[src/rtl/core/eare_pkg.sv]
// ----------------------------------------------------------------------------
// eare_pkg
// Shared types and constants for the echo and reverb effect.
// ----------------------------------------------------------------------------
package eare_pkg;

  localparam int SAMPLE_W       = 16;
  localparam int DELAY_W        = 12;
  localparam int GAIN_W         = 16;
  localparam int GAIN_FRAC_BITS = 12;
  localparam int WIN_W          = 29;
  localparam int PROD_W         = GAIN_W + WIN_W;
  localparam int QUEUE_DEPTH    = 4;
  localparam int PADDR_W        = 4;
  localparam int PDATA_W        = 32;

  // register map, byte address 4*index
  typedef enum logic [1:0] {
    REG_MODE  = 2'd0,
    REG_DELAY = 2'd1,
    REG_GAIN  = 2'd2
  } reg_idx_t;

  typedef enum logic {
    MODE_ECHO   = 1'b0,
    MODE_REVERB = 1'b1
  } effect_mode_t;

  typedef struct packed {
    logic signed [SAMPLE_W-1:0] sample_in;
    logic                       restart;
  } in_word_t;

  typedef struct packed {
    logic signed [SAMPLE_W-1:0] sample_out;
    logic                       clipped;
  } out_word_t;

  typedef struct packed {
    effect_mode_t               effect_mode;
    logic [DELAY_W-1:0]         delay_samples;
    logic signed [GAIN_W-1:0]   decay_gain;
  } cfg_t;

  // classified word handed from front to back
  typedef struct packed {
    logic signed [SAMPLE_W-1:0] sample;
    logic signed [SAMPLE_W-1:0] delayed;
    logic                       active;
    logic                       restart;
  } task_t;

endpackage

[src/rtl/core/eare_back.sv]
// ----------------------------------------------------------------------------
// eare_back
// Window sum, gain multiply, truncation toward zero and saturation.
// ----------------------------------------------------------------------------
module eare_back import eare_pkg::*; (
  input  logic      clk,
  input  logic      rst,
  input  cfg_t      cfg,
  input  logic      pop_valid,
  output logic      pop_ready,
  input  task_t     pop_word,
  output logic      out_valid,
  input  logic      out_ready,
  output out_word_t out_word
);

  localparam logic signed [PROD_W-1:0] Y_MAX = PROD_W'(2 ** (SAMPLE_W - 1) - 1);
  localparam logic signed [PROD_W-1:0] Y_MIN = -Y_MAX - PROD_W'(1);
  localparam logic signed [PROD_W-1:0] BIAS  =
    {{(PROD_W - GAIN_FRAC_BITS){1'b0}}, {GAIN_FRAC_BITS{1'b1}}};

  logic signed [WIN_W-1:0]    wt;
  logic                       s1v;
  logic signed [SAMPLE_W-1:0] s1_x;
  logic signed [PROD_W-1:0]   s1_prod;
  logic                       ov;
  out_word_t                  ow;

  logic                       take;
  logic                       s2_take;
  logic signed [WIN_W-1:0]    wt_base;
  logic signed [WIN_W-1:0]    wt_next;
  logic signed [WIN_W-1:0]    src;
  logic signed [WIN_W-1:0]    x_ext;
  logic signed [WIN_W-1:0]    d_ext;
  logic signed [PROD_W-1:0]   prod_c;
  logic signed [PROD_W-1:0]   biased;
  logic signed [PROD_W-1:0]   term;
  logic signed [PROD_W-1:0]   y;

  assign s2_take   = !ov || out_ready;
  assign pop_ready = !s1v || s2_take;
  assign take      = pop_valid && pop_ready;

  // stage 1: pick term, update window, multiply
  assign x_ext   = WIN_W'(pop_word.sample);
  assign d_ext   = WIN_W'(pop_word.delayed);
  assign wt_base = pop_word.restart ? '0 : wt;
  assign wt_next = wt_base + x_ext - (pop_word.active ? d_ext : '0);

  always_comb begin
    if (!pop_word.active) begin
      src = '0;
    end else if (cfg.effect_mode == MODE_ECHO) begin
      src = d_ext;
    end else begin
      src = wt_base;
    end
  end

  assign prod_c = cfg.decay_gain * src;

  // stage 2: divide by 4096 toward zero, add, saturate
  assign biased = s1_prod + (s1_prod[PROD_W-1] ? BIAS : '0);
  assign term   = biased >>> GAIN_FRAC_BITS;
  assign y      = PROD_W'(s1_x) + term;

  always_ff @(posedge clk) begin
    if (take) begin
      s1_x    <= pop_word.sample;
      s1_prod <= prod_c;
    end
    if (s2_take && s1v) begin
      if (y > Y_MAX) begin
        ow.sample_out <= Y_MAX[SAMPLE_W-1:0];
        ow.clipped    <= 1'b1;
      end else if (y < Y_MIN) begin
        ow.sample_out <= Y_MIN[SAMPLE_W-1:0];
        ow.clipped    <= 1'b1;
      end else begin
        ow.sample_out <= y[SAMPLE_W-1:0];
        ow.clipped    <= 1'b0;
      end
    end
  end

  always_ff @(posedge clk) begin
    if (rst) begin
      wt  <= '0;
      s1v <= 1'b0;
      ov  <= 1'b0;
    end else begin
      if (take)      wt  <= wt_next;
      if (pop_ready) s1v <= take;
      if (s2_take)   ov  <= s1v;
    end
  end

  assign out_valid = ov;
  assign out_word  = ow;

endmodule

[config.mk]
export PLATFORM = sky130hd
export DESIGN_NAME = eare_back
export DESIGN_NICKNAME = d
export VERILOG_FILES = /design/src/rtl/core/eare_pkg.sv /design/src/rtl/core/eare_back.sv
export SDC_FILE = /design/constraint.sdc
export NUM_CORES = 2
export LEC_CHECK = 0
export BUFFER_PORTS_ARGS = -buffer_cell sky130_fd_sc_hd__clkbuf_2
export CAP_MARGIN = 20
export CORE_UTILIZATION = 50
export CTS_BUF_LIST = sky130_fd_sc_hd__clkbuf_8 sky130_fd_sc_hd__clkbuf_16
export DETAILED_ROUTE_END_ITERATION = 6
export GPL_TIMING_DRIVEN = 0
export PLACE_DENSITY = 0.76
export RECOVER_POWER = 100
export SLEW_MARGIN = 20
export SYNTH_ARGS = -nofsm -noshare
export SYNTH_HDL_FRONTEND = slang
export SYNTH_SLANG_ARGS = --single-unit
[constraint.sdc]
create_clock -name clk -period 17.4 [get_ports clk]
set_input_delay 3.48 -clock clk [delete_from_list [all_inputs] [get_ports clk]]
set_output_delay 3.48 -clock clk [all_outputs]
set_load 0.01 [all_outputs]
==> impl_results.md <==
- Status: finished with violations
- Failing checks: capacitance limit, slew limit
- Final WL: 69.48 mm
- Cell Count, Final, Fillers Out: about 3.6k
- GRT Total Usage: 28.20%
- DRT antenna net count: 0
- Clock slew at reported path FFs: around 70 ps
- VDD IR max: 0.0001260 V
- Commonest cells post-synth: 566 x inv_1, 473 x fa_1, 384 x nand2_1
- CTS Hold Bufs: 0
- Residual DRC: 0
- Cells after DPL: around 3.5k
- Top cells by area, synth: fa_1 38%, edfxtp_1 9.4%, ha_1 9.1%
- Drt wl/cell: between 15 and 20 um
- Max-cap violations: 1
- Vias in the first global route: a little over 20k
- Fin. Hold Viols: 0
- Root buffer cell: clkbuf_16
- F_max: roughly 76 MHz
- Hpwl dp: 57.70 mm
- Mapped Area: 0.02503 mm2
- Yosys Warn Count: 0
- Synthesized flop and latch total: between 100 and 150
- Main synth FF type: edfxtp_1
- Worst Path Required: approximately 18000 ps
- Syn avg cell area: 8.892 um2
- Slew headroom: -19.04%
- Most frequent cell after synthesis: inv_1
- Worst setup EP type: flop
- WP data arrival: 13220 ps
- Clk_lat worst skew: 360 ps
- Cts bufs inserted: 9
- Syn Inst Count: 2815
- Final-layout fill cell count: approximately 4.4k
- Critical path class: in -> reg
- Initial Util: 50.93%
- Final worst slack: ~4300 ps
- Grt ovf: 0
- Final Skew: around 8.3 ps
- GPL Wtd Cong: between 0.9 and 1
- Crit path largest cell delay: ~1000 ps
- DRT Pass-1 Iters: 6
- Iter 0 DRT Violations: 1416
- Leak: 12.50 nW
- Row Count: 81
- Setup TNS: 0 ps
- Net count, final: ~3.6k
- Clk buf depth: 2
- PD cells: ~200 mW/mm2
- Library cells used by synthesis: 70
- Antenna violations before repair: 3
- Number of post-CTS setup repair buffers: 0
- Setup WS pre-CTS: 4220 ps
- Share of the synthesized area in the top cell type: 37.83%
- Syn nets: 3537
- Critical Path Slowest Stage Cell: a21oi_1
- Core ar.: 0.04915 mm2
- Count of final setup violators: 0
- CP Launch Type: primary input
- Final min period: 13120 ps
- H-tree levels: 3
- Total clock sinks: 109
- Post-synthesis sequential area ratio: 11.84%
- Min-delay worst type: reg -> reg
- Die height: roughly 230 um
- Vias per cell: around 5.6
- Max-slew violation count: 35
- RSZ-0062 raised after global routing: false
- EDFF count, synth: 78
- Input/output buffers: 55
- Pin count of the biggest net entering global routing: 35
- FFs w/ async S/R, synth: 0%
- Post-synth top area cell: fa_1
- Fraction of layout cells with a size suffix above 1: ~1.6%
- Area Overhead vs Synth: 5.273%
- CP Max Fanout: 10
- Tightest Pin Transition: ~1800 ps
- First-pass GRT wire length: 109.4 mm
- Post-route clock period utilization: 75.41%
- Die ar.: between 0.05 and 0.06 mm2
- Via count: 19.85k
- CTS tree: done
- CTS resizes: 0
- DIE WIDTH: 225.7 um
- Top Ports: 86
- Most common cell on crit path: fa_1
-- report_power, final --
part	switching, W	total [W]	internal [W]
registers	0.0000635	0.000603	0.000540
clock network	0.0000969	0.000207	0.000110
logic	0.00262	0.00444	0.00182
total	0.00278	0.00525	0.00247
-- metal layers --
metal | vias to the layer above | GRT usage, % | routed length [um]
met5 | - | 0 | 15
met4 | 2 | 9.634 | 2579
met3 | 182 | 7.390 | 7520
met2 | 972 | 44.83 | 31230
met1 | 9797 | 37.25 | 28140
li1 | 8899 | - | -
-- layout by cell type, fill, tap and decap left out, types with 10 or more instances in the layout --
cell,count
a31oi_1,15
nand3_1,29
xnor2_1,80
inv_1,570
o211ai_1,12
clkbuf_2,20
nor3_1,17
nand2_1,384
a21oi_1,140
and3_1,23
dfxtp_1,31
a21o_1,54
fa_1,473
nor2b_1,45
ha_1,182
nand2b_1,31
xor2_1,42
o21a_1,10
nor2_1,96
clkbuf_1,140
o21ai_0,64
edfxtp_1,78
and2_1,190
nand4_1,17
or3_1,12
-- metrics by stage --
step / hold slack [ps] / power, W / instance area, um2 / util (%)
4_1_cts: 452.8 / 0.005204 / 26480 / 53.87
6_report: 451.5 / 0.005248 / 26350 / 53.61
2_1_floorplan: 427.3 / 0.003887 / 25030 / -
3_5_place_dp: 444.0 / 0.004969 / 26190 / 53.29
5_1_grt: 461.2 / 0.005788 / 26350 / 53.61
3_3_place_gp: 435.4 / 0.004820 / 26140 / 53.18
-- path summary, 6_finish.rpt --
check | start | end | slack [ps] | cells after the start
worst max register to register | wt[8] | s1_prod[43] | 8100 | 26
worst min-delay path | wt[15] | wt[15] | 450 | 2
worst min register to register | wt[15] | wt[15] | 450 | 2
worst max-delay path | pop_word[1] | s1_prod[43] | 4280 | 27
-- sequential cells by signal (all words and copies together) (netlist names) --
register and count:
out_word 17, s1v 1, out_valid 1, s1_x 16, wt 29, s1_prod 45
-- worst max-delay path: cells and delay by family --
family	cells	cell delay [ps]
AO/OA/AOI/OAI	11	4120
XOR/XNOR	1	120
adder cells (fa/ha/maj)	7	3370
buffers and inverters	6	1580
AND/OR/NAND/NOR	2	530
-- cell type report --
class | count | area (um2) | area share [%]
repair buffers | 57 | 239.0 | 0.9069
flip-flops and latches | 109 | 2963 | 11.24
well taps | 664 | 830.8 | 3.153
diodes | 1 | 2.502 | 0.009496
inverters | 567 | 2128 | 8.077
plain buffers | 105 | 395.4 | 1.500
multi-input cells | 2034 | 19510 | 74.02
clock buffers | 9 | 225.2 | 0.8547
clock inverters | 7 | 61.31 | 0.2327
-- cells by family after synthesis --
kind of cell,count (synthesis),share of synthesized area (%)
xor gates and xnor gates,122,4.269
AOI/OAI and AO/OA,374,9.522
adders and majority gates,655,46.93
buffers and inverters,672,10.11
and+or+nand+nor,878,17.13
muxes,5,0.2049
DFF,109,11.84
(Power assumes the default switching activity.)
