`config.mk`:
```
export PLATFORM = sky130hd
export DESIGN_NAME = eare_queue
export DESIGN_NICKNAME = d
export VERILOG_FILES = /design/src/rtl/core/eare_pkg.sv /design/src/rtl/core/eare_queue.sv
export SDC_FILE = /design/constraint.sdc
export NUM_CORES = 1
export LEC_CHECK = 0
export ABC_AREA = 1
export BUFFER_PORTS_ARGS = -buffer_cell sky130_fd_sc_hd__buf_2
export CORE_ASPECT_RATIO = 0.6
export CORE_MARGIN = 3
export CORE_UTILIZATION = 45
export DETAILED_ROUTE_END_ITERATION = 7
export PLACE_DENSITY = 0.71
export SETUP_SLACK_MARGIN = 0.15
export SLEW_MARGIN = 20
export SYNTH_ARGS = -nofsm -noshare
export SYNTH_HDL_FRONTEND = slang
export SYNTH_SLANG_ARGS = --single-unit
```
`constraint.sdc`:
```
create_clock -name clk -period 3.1 [get_ports clk]
set_input_delay 0.31 -clock clk [delete_from_list [all_inputs] [get_ports clk]]
set_output_delay 0.31 -clock clk [all_outputs]
set_load 0.03 [all_outputs]
```
`src/rtl/core/eare_pkg.sv`:
```
// ----------------------------------------------------------------------------
// eare_pkg
// Shared types and constants for the echo and reverb effect.
// ----------------------------------------------------------------------------
package eare_pkg;

  localparam int SAMPLE_W       = 16;
  localparam int DELAY_W        = 12;
  localparam int GAIN_W         = 16;
  localparam int GAIN_FRAC_BITS = 12;
  localparam int WIN_W          = 29;
  localparam int PROD_W         = GAIN_W + WIN_W;
  localparam int QUEUE_DEPTH    = 4;
  localparam int PADDR_W        = 4;
  localparam int PDATA_W        = 32;

  // register map, byte address 4*index
  typedef enum logic [1:0] {
    REG_MODE  = 2'd0,
    REG_DELAY = 2'd1,
    REG_GAIN  = 2'd2
  } reg_idx_t;

  typedef enum logic {
    MODE_ECHO   = 1'b0,
    MODE_REVERB = 1'b1
  } effect_mode_t;

  typedef struct packed {
    logic signed [SAMPLE_W-1:0] sample_in;
    logic                       restart;
  } in_word_t;

  typedef struct packed {
    logic signed [SAMPLE_W-1:0] sample_out;
    logic                       clipped;
  } out_word_t;

  typedef struct packed {
    effect_mode_t               effect_mode;
    logic [DELAY_W-1:0]         delay_samples;
    logic signed [GAIN_W-1:0]   decay_gain;
  } cfg_t;

  // classified word handed from front to back
  typedef struct packed {
    logic signed [SAMPLE_W-1:0] sample;
    logic signed [SAMPLE_W-1:0] delayed;
    logic                       active;
    logic                       restart;
  } task_t;

endpackage

```
`src/rtl/core/eare_queue.sv`:
```
// ----------------------------------------------------------------------------
// eare_queue
// Short FIFO between front and back so each side stalls on its own.
// ----------------------------------------------------------------------------
module eare_queue import eare_pkg::*; (
  input  logic  clk,
  input  logic  rst,
  input  logic  push_valid,
  output logic  push_ready,
  input  task_t push_word,
  output logic  pop_valid,
  input  logic  pop_ready,
  output task_t pop_word
);

  localparam int PW = $clog2(QUEUE_DEPTH);

  task_t         q [QUEUE_DEPTH];
  logic [PW-1:0] wr_ptr;
  logic [PW-1:0] rd_ptr;
  logic [PW:0]   count;

  logic do_push;
  logic do_pop;

  assign push_ready = (count != (PW+1)'(QUEUE_DEPTH));
  assign pop_valid  = (count != '0);
  assign pop_word   = q[rd_ptr];
  assign do_push    = push_valid && push_ready;
  assign do_pop     = pop_valid && pop_ready;

  always_ff @(posedge clk) begin
    if (do_push) begin
      q[wr_ptr] <= push_word;
    end
  end

  always_ff @(posedge clk) begin
    if (rst) begin
      wr_ptr <= '0;
      rd_ptr <= '0;
      count  <= '0;
    end else begin
      if (do_push) wr_ptr <= wr_ptr + 1'b1;
      if (do_pop)  rd_ptr <= rd_ptr + 1'b1;
      if (do_push && !do_pop)      count <= count + 1'b1;
      else if (do_pop && !do_push) count <= count - 1'b1;
    end
  end

endmodule

```
==> reports/summary.md, run 1 <==
The run finished with clean final reports. The number of pins exceeding their max-slew limit in the final report is 0. Summing the areas of all fa, ha and maj instances in the mapped netlist gives 1.44% of the synthesized area. The count of antenna diodes in the layout is 0, and the starting density of the core is 46.8%. For the clock insertion delay at the later pin of the skew report, the log shows 0.41 ns.

The worst hold-check path type is in -> reg. The critical path is of the reg -> out type. The maximum buffer depth of the clock tree was 2. The worst vdd rail ir drop came out at 532 uV. The mapped cell area is 5730 sq um. The family of cells with the greatest summed delay on the critical path is buffers and inverters. The first global-routing pass estimated 18800 microns of wire. The total number of clock tree sinks is 145. The clock transition time at the flip-flop clock pins of the worst setup and hold paths was 0.06 ns. The number of antenna-violating nets in the routed design is 0. Walking the worst path, the cells encountered are buf_4, o21ai_0, o22ai_2, buf_2. The logs give 1003 for the final-layout fill cell count and 0 ns for the final-layout setup total negative slack. The run gives 0 as the aggregate global routing overflow. The peak per-stage delay on the critical path is 0.69 ns, and the total half-perimeter wirelength after legalization and detailed placement is 7440 microns. The average cell area after synthesis came out at 14.4 sq um. Setup repair after global routing left no endpoint under its margin. The total global routing track utilization was 18.0%.

Synthesis produced 397 cells. Of the post-synthesis cell area, the part taken by muxes is 0%. In this run the vertical extent of the chip is 93.4 microns. For the count of TritonRoute iterations in the first routing pass, the log shows 5. Post-CTS repair changed the size of 0 cells.

With fillers left out, the area of the finished cells amounts to 6760 sq um. At the pin with the least slew margin, the transition time is 0.914 ns. The worst register-to-register path has a setup slack of 0.93 ns. The net count of the finished layout is 519. For the worst-case headroom to the max-slew limit, the log shows 39.0%. The number of CTS-inserted buffers is 17.

The tools report the kind of end point of the critical path as an output port. The flop and latch count out of synthesis came out at 145. The nature of the critical path startpoint was a register.

The global placement routability congestion came out at 0.809. The via count of the first global-routing pass came out at 3524. Once placement finished, the instance area stood at 6220 sq um.

Data on the critical path arrives at its endpoint at 2.26 ns. In this run the worst path has a maximum fanout of 40. The DRC violation total after the first TritonRoute iteration was 347; the post-CTS setup-driven buffer insertion count was 0.

TritonCTS built the clock tree. The region available for standard cell placement spans 12300 sq um. For the number of rows created at floorplan, the log shows 31. From synthesis to final layout, the design area changed by 17.9%. Using the TritonRoute via totals, the vias-per-cell ratio works out to 5.27.

Dividing total power by cell area gives a power density of 904 nW/um^2. 74 I/O pins were placed. Yosys printed 0 warnings.

Initial antenna violation count: 1. Leaving out fill and tap cells, the most frequent cell in the layout is sky130_fd_sc_hd__edfxtp_1. The number of hold buffers added after CTS was 0. The largest total area in the synthesized netlist belongs to sky130_fd_sc_hd__edfxtp_1. The tools report the leakage component of the power as 2.40 nW.

Of the cells placed in the final design, the portion with a size suffix greater than 1 is 30.7%. For the detailed-route wire length, the log shows 12000 microns. The logs give 0.114 ns for the worst hold slack after final layout and 0.00646 ns for the clock skew.

For this run, design rule violations remaining after detail routing come to 0. The die covers 14200 sq um. Worst-path cell with the longest stage delay: sky130_fd_sc_hd__dfxtp_2.

The die is 152 microns wide. Setup violations remaining at the end of the flow were counted as 0. The share of the Yosys chip area taken by registers is 74.4%.

For the number of maximum-capacitance violations, the log shows 0. The largest family of logic cells by synthesized area is compound AO/OA/AOI/OAI gates. The share of synthesized cell area in and, or, nand and nor gates is 7.75%. The complex-gate fraction of the synthesized area was 12.2%. The count of buffering cells on the critical path with inverters included works out to 2.

Entering global routing, the biggest net connects 69 pins. The worst path in the final design needs a cycle of 2.57 ns, including I/O delays and setup. XOR/XNOR share of the synthesized area: 0.153%. Maximum level of the CTS H-tree: 4. The detailed-route via count is 3444, and the synthesized net count is 441.

The number of different library cells used by synthesis comes to 24. The tree is rooted in a sky130_fd_sc_hd__clkbuf_16. By area the synthesized netlist is led by sky130_fd_sc_hd__edfxtp_1, sky130_fd_sc_hd__o21ai_0, sky130_fd_sc_hd__o22ai_2. The top-area cell type share of the netlist area was 71.3%. The library cells used most frequently in the layout, excluding fill and tap cells, are sky130_fd_sc_hd__edfxtp_1, sky130_fd_sc_hd__buf_2, sky130_fd_sc_hd__o21ai_0. The run gives 0 as the number of endpoints with negative hold slack in the final report. The count of buffers inserted at the top-level ports came out at 73. The routed length per instance came out at 18.4 microns.

Timing would allow up to 0.389 GHz. STA puts the critical path data required time at 2.79 ns. The period utilization was 82.9%.
[through the flow]
step | utilization [%] | instances | power (W) | setup WS (ns)
2_1_floorplan | - | 397 | 0.00382 | 0.372
3_3_place_gp | 50.7 | 621 | 0.00423 | 1.00
3_5_place_dp | 50.7 | 621 | 0.00426 | 0.920
4_1_cts | 55.1 | 653 | 0.00614 | 0.513
5_1_grt | 55.1 | 653 | 0.00640 | 0.356
6_report | 55.1 | 653 | 0.00611 | 0.529
[worst paths after layout]
check                start          end  cells past startpoint
min reg2reg      rd_ptr[0]    rd_ptr[0]                      2
max               register  pop_word[3]                      4
min          push_word[31]     q[3][31]                      1
max reg2reg       count[0]     q[1][13]                      5
[routing by layer]
layer / track usage, % / vias to the layer above / part of all wire [%]
li1: - / 1618 / -
met1: 24.9 / 1675 / 46
met2: 26.5 / 130 / 45
met3: 5.81 / 19 / 7.2
met4: 7.25 / 2 / 1.4
met5: 0 / - / 0.11
[Yosys cell counts]
library cell	count
sky130_fd_sc_hd__inv_2	1
sky130_fd_sc_hd__buf_6	2
sky130_fd_sc_hd__inv_6	1
sky130_fd_sc_hd__buf_4	2
sky130_fd_sc_hd__clkbuf_2	2
sky130_fd_sc_hd__inv_1	14
sky130_fd_sc_hd__fa_1	1
sky130_fd_sc_hd__nand3_1	4
sky130_fd_sc_hd__nor2_1	62
sky130_fd_sc_hd__o22ai_2	20
sky130_fd_sc_hd__a21oi_1	3
sky130_fd_sc_hd__nand3b_1	1
sky130_fd_sc_hd__xor2_1	1
sky130_fd_sc_hd__o21ai_1	5
sky130_fd_sc_hd__nand2_1	14
sky130_fd_sc_hd__nor2_2	20
sky130_fd_sc_hd__dfxtp_1	9
sky130_fd_sc_hd__ha_1	5
sky130_fd_sc_hd__edfxtp_1	136
sky130_fd_sc_hd__buf_12	3
sky130_fd_sc_hd__nand2_2	1
sky130_fd_sc_hd__o21ai_0	64
sky130_fd_sc_hd__buf_2	12
sky130_fd_sc_hd__o22ai_1	14
[area by class of cell]
cell class / count / area (sq um) / share of cell area, %
Timing Repair Buffer: 80 / 418 / 6.19
Inverter: 16 / 65.1 / 0.963
Sequential cell: 145 / 4270 / 63.1
Clock inverter: 9 / 90.1 / 1.33
Tap cell: 165 / 206 / 3.06
Clock buffer: 23 / 448 / 6.63
Multi-Input combinational cell: 215 / 1260 / 18.7
[logic make-up (layout without fill, tap and decap cells)]
logic type      count (synthesis)  after routing
flops                         145            145
simple gates                  102            102
fa+ha+maj                       6              6
xor+xnor                        1              1
buf+inv                        37            128
compound gates                106            106
[power by group]
group / internal (W) / total (W) / leakage [nW] / switching [W]
logic: 0.000473 / 0.00173 / 0.815 / 0.00126
registers: 0.00239 / 0.00249 / 1.32 / 0.000103
clock network: 0.00117 / 0.00188 / 0.263 / 0.000716
total: 0.00403 / 0.00611 / 2.40 / 0.00208
[sequential cells by signal, indices dropped and copies added, names as in the netlist, named ones only]
name / cells
rd_ptr: 2
count: 3
q: 136
wr_ptr: 2
No activity file was read; power rests on OpenSTA's default activity.
==> inputs of run 2 (changes only) <==
Settings changed: PLACE_DENSITY 0.71 to 0.73.
Clock period 3.1 ns to 2.2 ns, I/O delays scaled along.
==> run 2 against run 1 <==
Effect of this change: core utilization increased by 0.90 points; global-route usage is 1.0 points lower; first-iteration DRC count is 12% lower; final cell count rose by 0.92%.
==> reports/summary.md, run 2 (synthesized netlist as in run 1, its figures left out) <==
The power per cell area is 1270 nW/um^2 (+41%), and the switching portion of total power is 35.1% (+1.1 points). The share of post-route cells with drive strength above 1 is 33.7% (+2.9 points), and the maximum number of pins on one net before global-route repair is 69 (unchanged). The flow ran to the end, and the final reports show no timing, DRC or antenna violations. Die outline height: 93.4 microns (unchanged). The depth of the most critical reg-to-reg path is 13 (+8). Worst-path maximum fanout: 68 (+70%).

For the finished layout, the period the worst path requires is 1.99 ns. The internal power of the cells was 0.00567 W (+41%); the worst-case headroom to the max-slew limit was 70.0% (+31 points). Number of CTS-inserted buffers: 17 (unchanged). The clock transition time at the flip-flop clock pins of the worst setup and hold paths was 0.06 ns (about the same); the number of flip-flops in the largest register was 136 (unchanged). The run gives 31.5% (+0.6 points) as the clock network power share. The most common library cell in the layout ignoring fill and taps was sky130_fd_sc_hd__edfxtp_1.

The total setup violations reported at the end of the flow was 0 (unchanged); the detailed-route via count was 3409 (-1.0%). For the signal arrival time at the worst endpoint, the log shows 1.77 ns (-0.49 ns). The worst hold path belongs to the class in -> reg. Among cell families on the critical path, the largest total delay comes from buffers and inverters. The tools report the number of maximum-capacitance violations as 0 (unchanged).

The required time of the critical path came out at 1.98 ns (-0.81 ns). The largest registers in the layout are q: 136 flops, count: 3 flops. For the clock insertion delay at the later pin of the skew report, the log shows 0.41 ns (about the same). The worst path uses 90.4% of the clock period. The top register by number of flip-flops was q.

For the aggregate global routing overflow, the log shows 0 (unchanged). STA classifies the critical path endpoint as an output port. The horizontal extent of the die works out to 152 microns (unchanged).

Number of endpoints with negative hold slack in the final report: 0 (unchanged). The tools report the worst hold slack after final layout as 0.0163 ns (-0.0978 ns). Walking the worst path, the cells encountered are inv_8, o21ai_0, o22ai_2, buf_2. Core area: 12300 sq um (unchanged). Setup repair after global routing could not meet its margin everywhere. The final-layout fill cell count was 984 (-1.9%); the net count reported at finish was 524 (+0.96%).

The maximum level of the CTS H-tree was 4 (unchanged). The worst setup path is of the reg -> out kind. The DRC violation count after routing was 0 (unchanged). The number of top-level design ports is 74 (unchanged). The first-pass GRT wire length was 18000 microns (-4.3%); the clock skew was 0.00823 ns (+0.00177 ns). The count of buffering cells on the critical path with inverters included was 2 (unchanged). In this run the critical register-to-register path is captured at count[2].

The number of logic stages on the critical path including buffering was 4 (unchanged); the routed length per instance was 17.5 microns (-4.7%). The DRC violation total after the first TritonRoute iteration came out at 305 (-12%). The multi-input gate area in the final layout was 1260 sq um (unchanged).

Clock tree synthesis selected as its root buffer the cell sky130_fd_sc_hd__clkbuf_16. Total global routing track utilization: 17.0% (-1.0 points). The capturing instance or port of the critical path is pop_word[19].

The worst hold path cell count works out to 1 (unchanged). The logs give 1 (unchanged) for the initial antenna violation count and 718 uV (+35%) for the worst vdd rail ir drop. The achievable frequency was 0.503 GHz; the part of the power in registers was 39.7% (-1.1 points). The run gives 2 (unchanged) as the maximum buffer depth of the clock tree. The critical register-to-register path startpoint was count[0]. The count of TritonRoute iterations in the first routing pass is 4 (-1), and the peak per-stage delay on the critical path is 0.36 ns (-0.33 ns). The transition time at the pin with the least slew margin was 0.450 ns (-0.464 ns). The detailed-route wire length came out at 11600 microns (-3.8%). The area occupied by registers was 4270 sq um (about the same). For the total half-perimeter wirelength after legalization and detailed placement, the log shows 6870 microns (-7.6%). The post-CTS setup-driven buffer insertion count is 0 (unchanged). Number of antenna-violating nets in the routed design: 0 (unchanged). The leakage component of the power is 2.45 nW (+2.1%), and the final-layout setup total negative slack is 0 ns (unchanged). TritonCTS built the clock tree. The part of the power in combinational logic was 28.9% (+0.5 points); the via count of the first global-routing pass was 3437 (-2.5%). The global placement routability congestion is 0.748 (-7.6%), and the count of buffers inserted at the top-level ports is 73 (unchanged). Layout-stage area growth over the synthesis result: 19.8%.

The library cells used most frequently in the layout, excluding fill and tap cells, are sky130_fd_sc_hd__edfxtp_1, sky130_fd_sc_hd__buf_2, sky130_fd_sc_hd__o21ai_0. For the number of pins exceeding their max-slew limit in the final report, the log shows 0 (unchanged). The number of rows created at floorplan is 31 (unchanged).

The worst-path cell with the longest stage delay was sky130_fd_sc_hd__dfxtp_2. The logs give 14200 sq um (unchanged) for the area of the die and 46.8% (unchanged) for the starting density of the core. For the power dissipated by switching net loads, the log shows 0.00307 W (+48%). Nature of the critical path startpoint: a register. For the total number of clock tree sinks, the log shows 145 (unchanged). The register-to-register path setup slack was 0.28 ns (-0.65 ns). The number of vias per cell works out to 5.17 (-1.9%).
run 2: cell types whose count changed in the layout (fill, tap and decap cells not counted), moves of 3 or more:
cell                       change
sky130_fd_sc_hd__inv_6         +6
sky130_fd_sc_hd__clkinv_1      -3
sky130_fd_sc_hd__clkbuf_1      -6
sky130_fd_sc_hd__inv_8         +3
run 2: cell type report:
type	count	area share, %
Antenna cell	1	0.0364
Inverter	16	1.02
Clock buffer	17	6.20
Tap cell	165	3.01
Timing Repair Buffer	85	7.05
Multi-Input combinational cell	215	18.4
Sequential cell	145	62.2
Clock inverter	15	2.13
run 2: timing repair:
item,4_1_cts,5_1_grt
hold buffers,0,0
gates resized for setup,3,5
setup endpoints to repair,8,5
run 2: how the worst min path moves through the flow:
stage                             start  endpoint  slack [ns]
after floorplan                     rst  register        0.29
after global routing      push_word[33]  q[3][33]       0.003
after CTS                 push_word[33]  q[3][33]       0.002
after global placement    push_word[24]  q[3][24]        0.43
final                      push_word[1]   q[1][1]        0.02
after detailed placement   push_word[1]   q[3][1]        0.44
run 2: per-stage QoR:
| stage | setup WS (ns) | instances | util, % | total power [W] | instance area (sq um) |
|---|---|---|---|---|---|
| floorplan | 0.000966 | 397 | - | 0.00538 | 5740 |
| global placement | 0.453 | 626 | 51.1 | 0.00597 | 6270 |
| detailed placement | 0.281 | 626 | 51.1 | 0.00606 | 6270 |
| CTS | 0.206 | 658 | 55.9 | 0.00883 | 6850 |
| global route | 0.124 | 658 | 56.0 | 0.00919 | 6860 |
| finish | 0.211 | 659 | 56.0 | 0.00875 | 6870 |
run 2: worst reg2reg max path: cells and delay by family, from the launching register on:
kind / cells / cell delay (ns)
and+or+nand+nor: 8 / 0.61
adders and majority gates: 2 / 0.58
DFF: 1 / 0.37
buffers and inverters: 3 / 0.25
run 2: metal layers:
metal | vias up | global-route usage, % | routed length [microns]
met2 | 92 | 27.3 | 5500
met1 | 1684 | 22.1 | 5130
met3 | 4 | 6.00 | 883
li1 | 1627 | - | -
met4 | 2 | 4.86 | 35
met5 | - | 0 | 13
run 2: power by group through the flow:
stage	clock network [W]	registers (W)	logic [W]
5_1_grt	0.00295	0.00349	0.00274
3_5_place_dp	0	0.00352	0.00254
6_report	0.00275	0.00347	0.00252
4_1_cts	0.00281	0.00346	0.00255
3_3_place_gp	0	0.00350	0.00247
2_1_floorplan	0	0.00349	0.00189
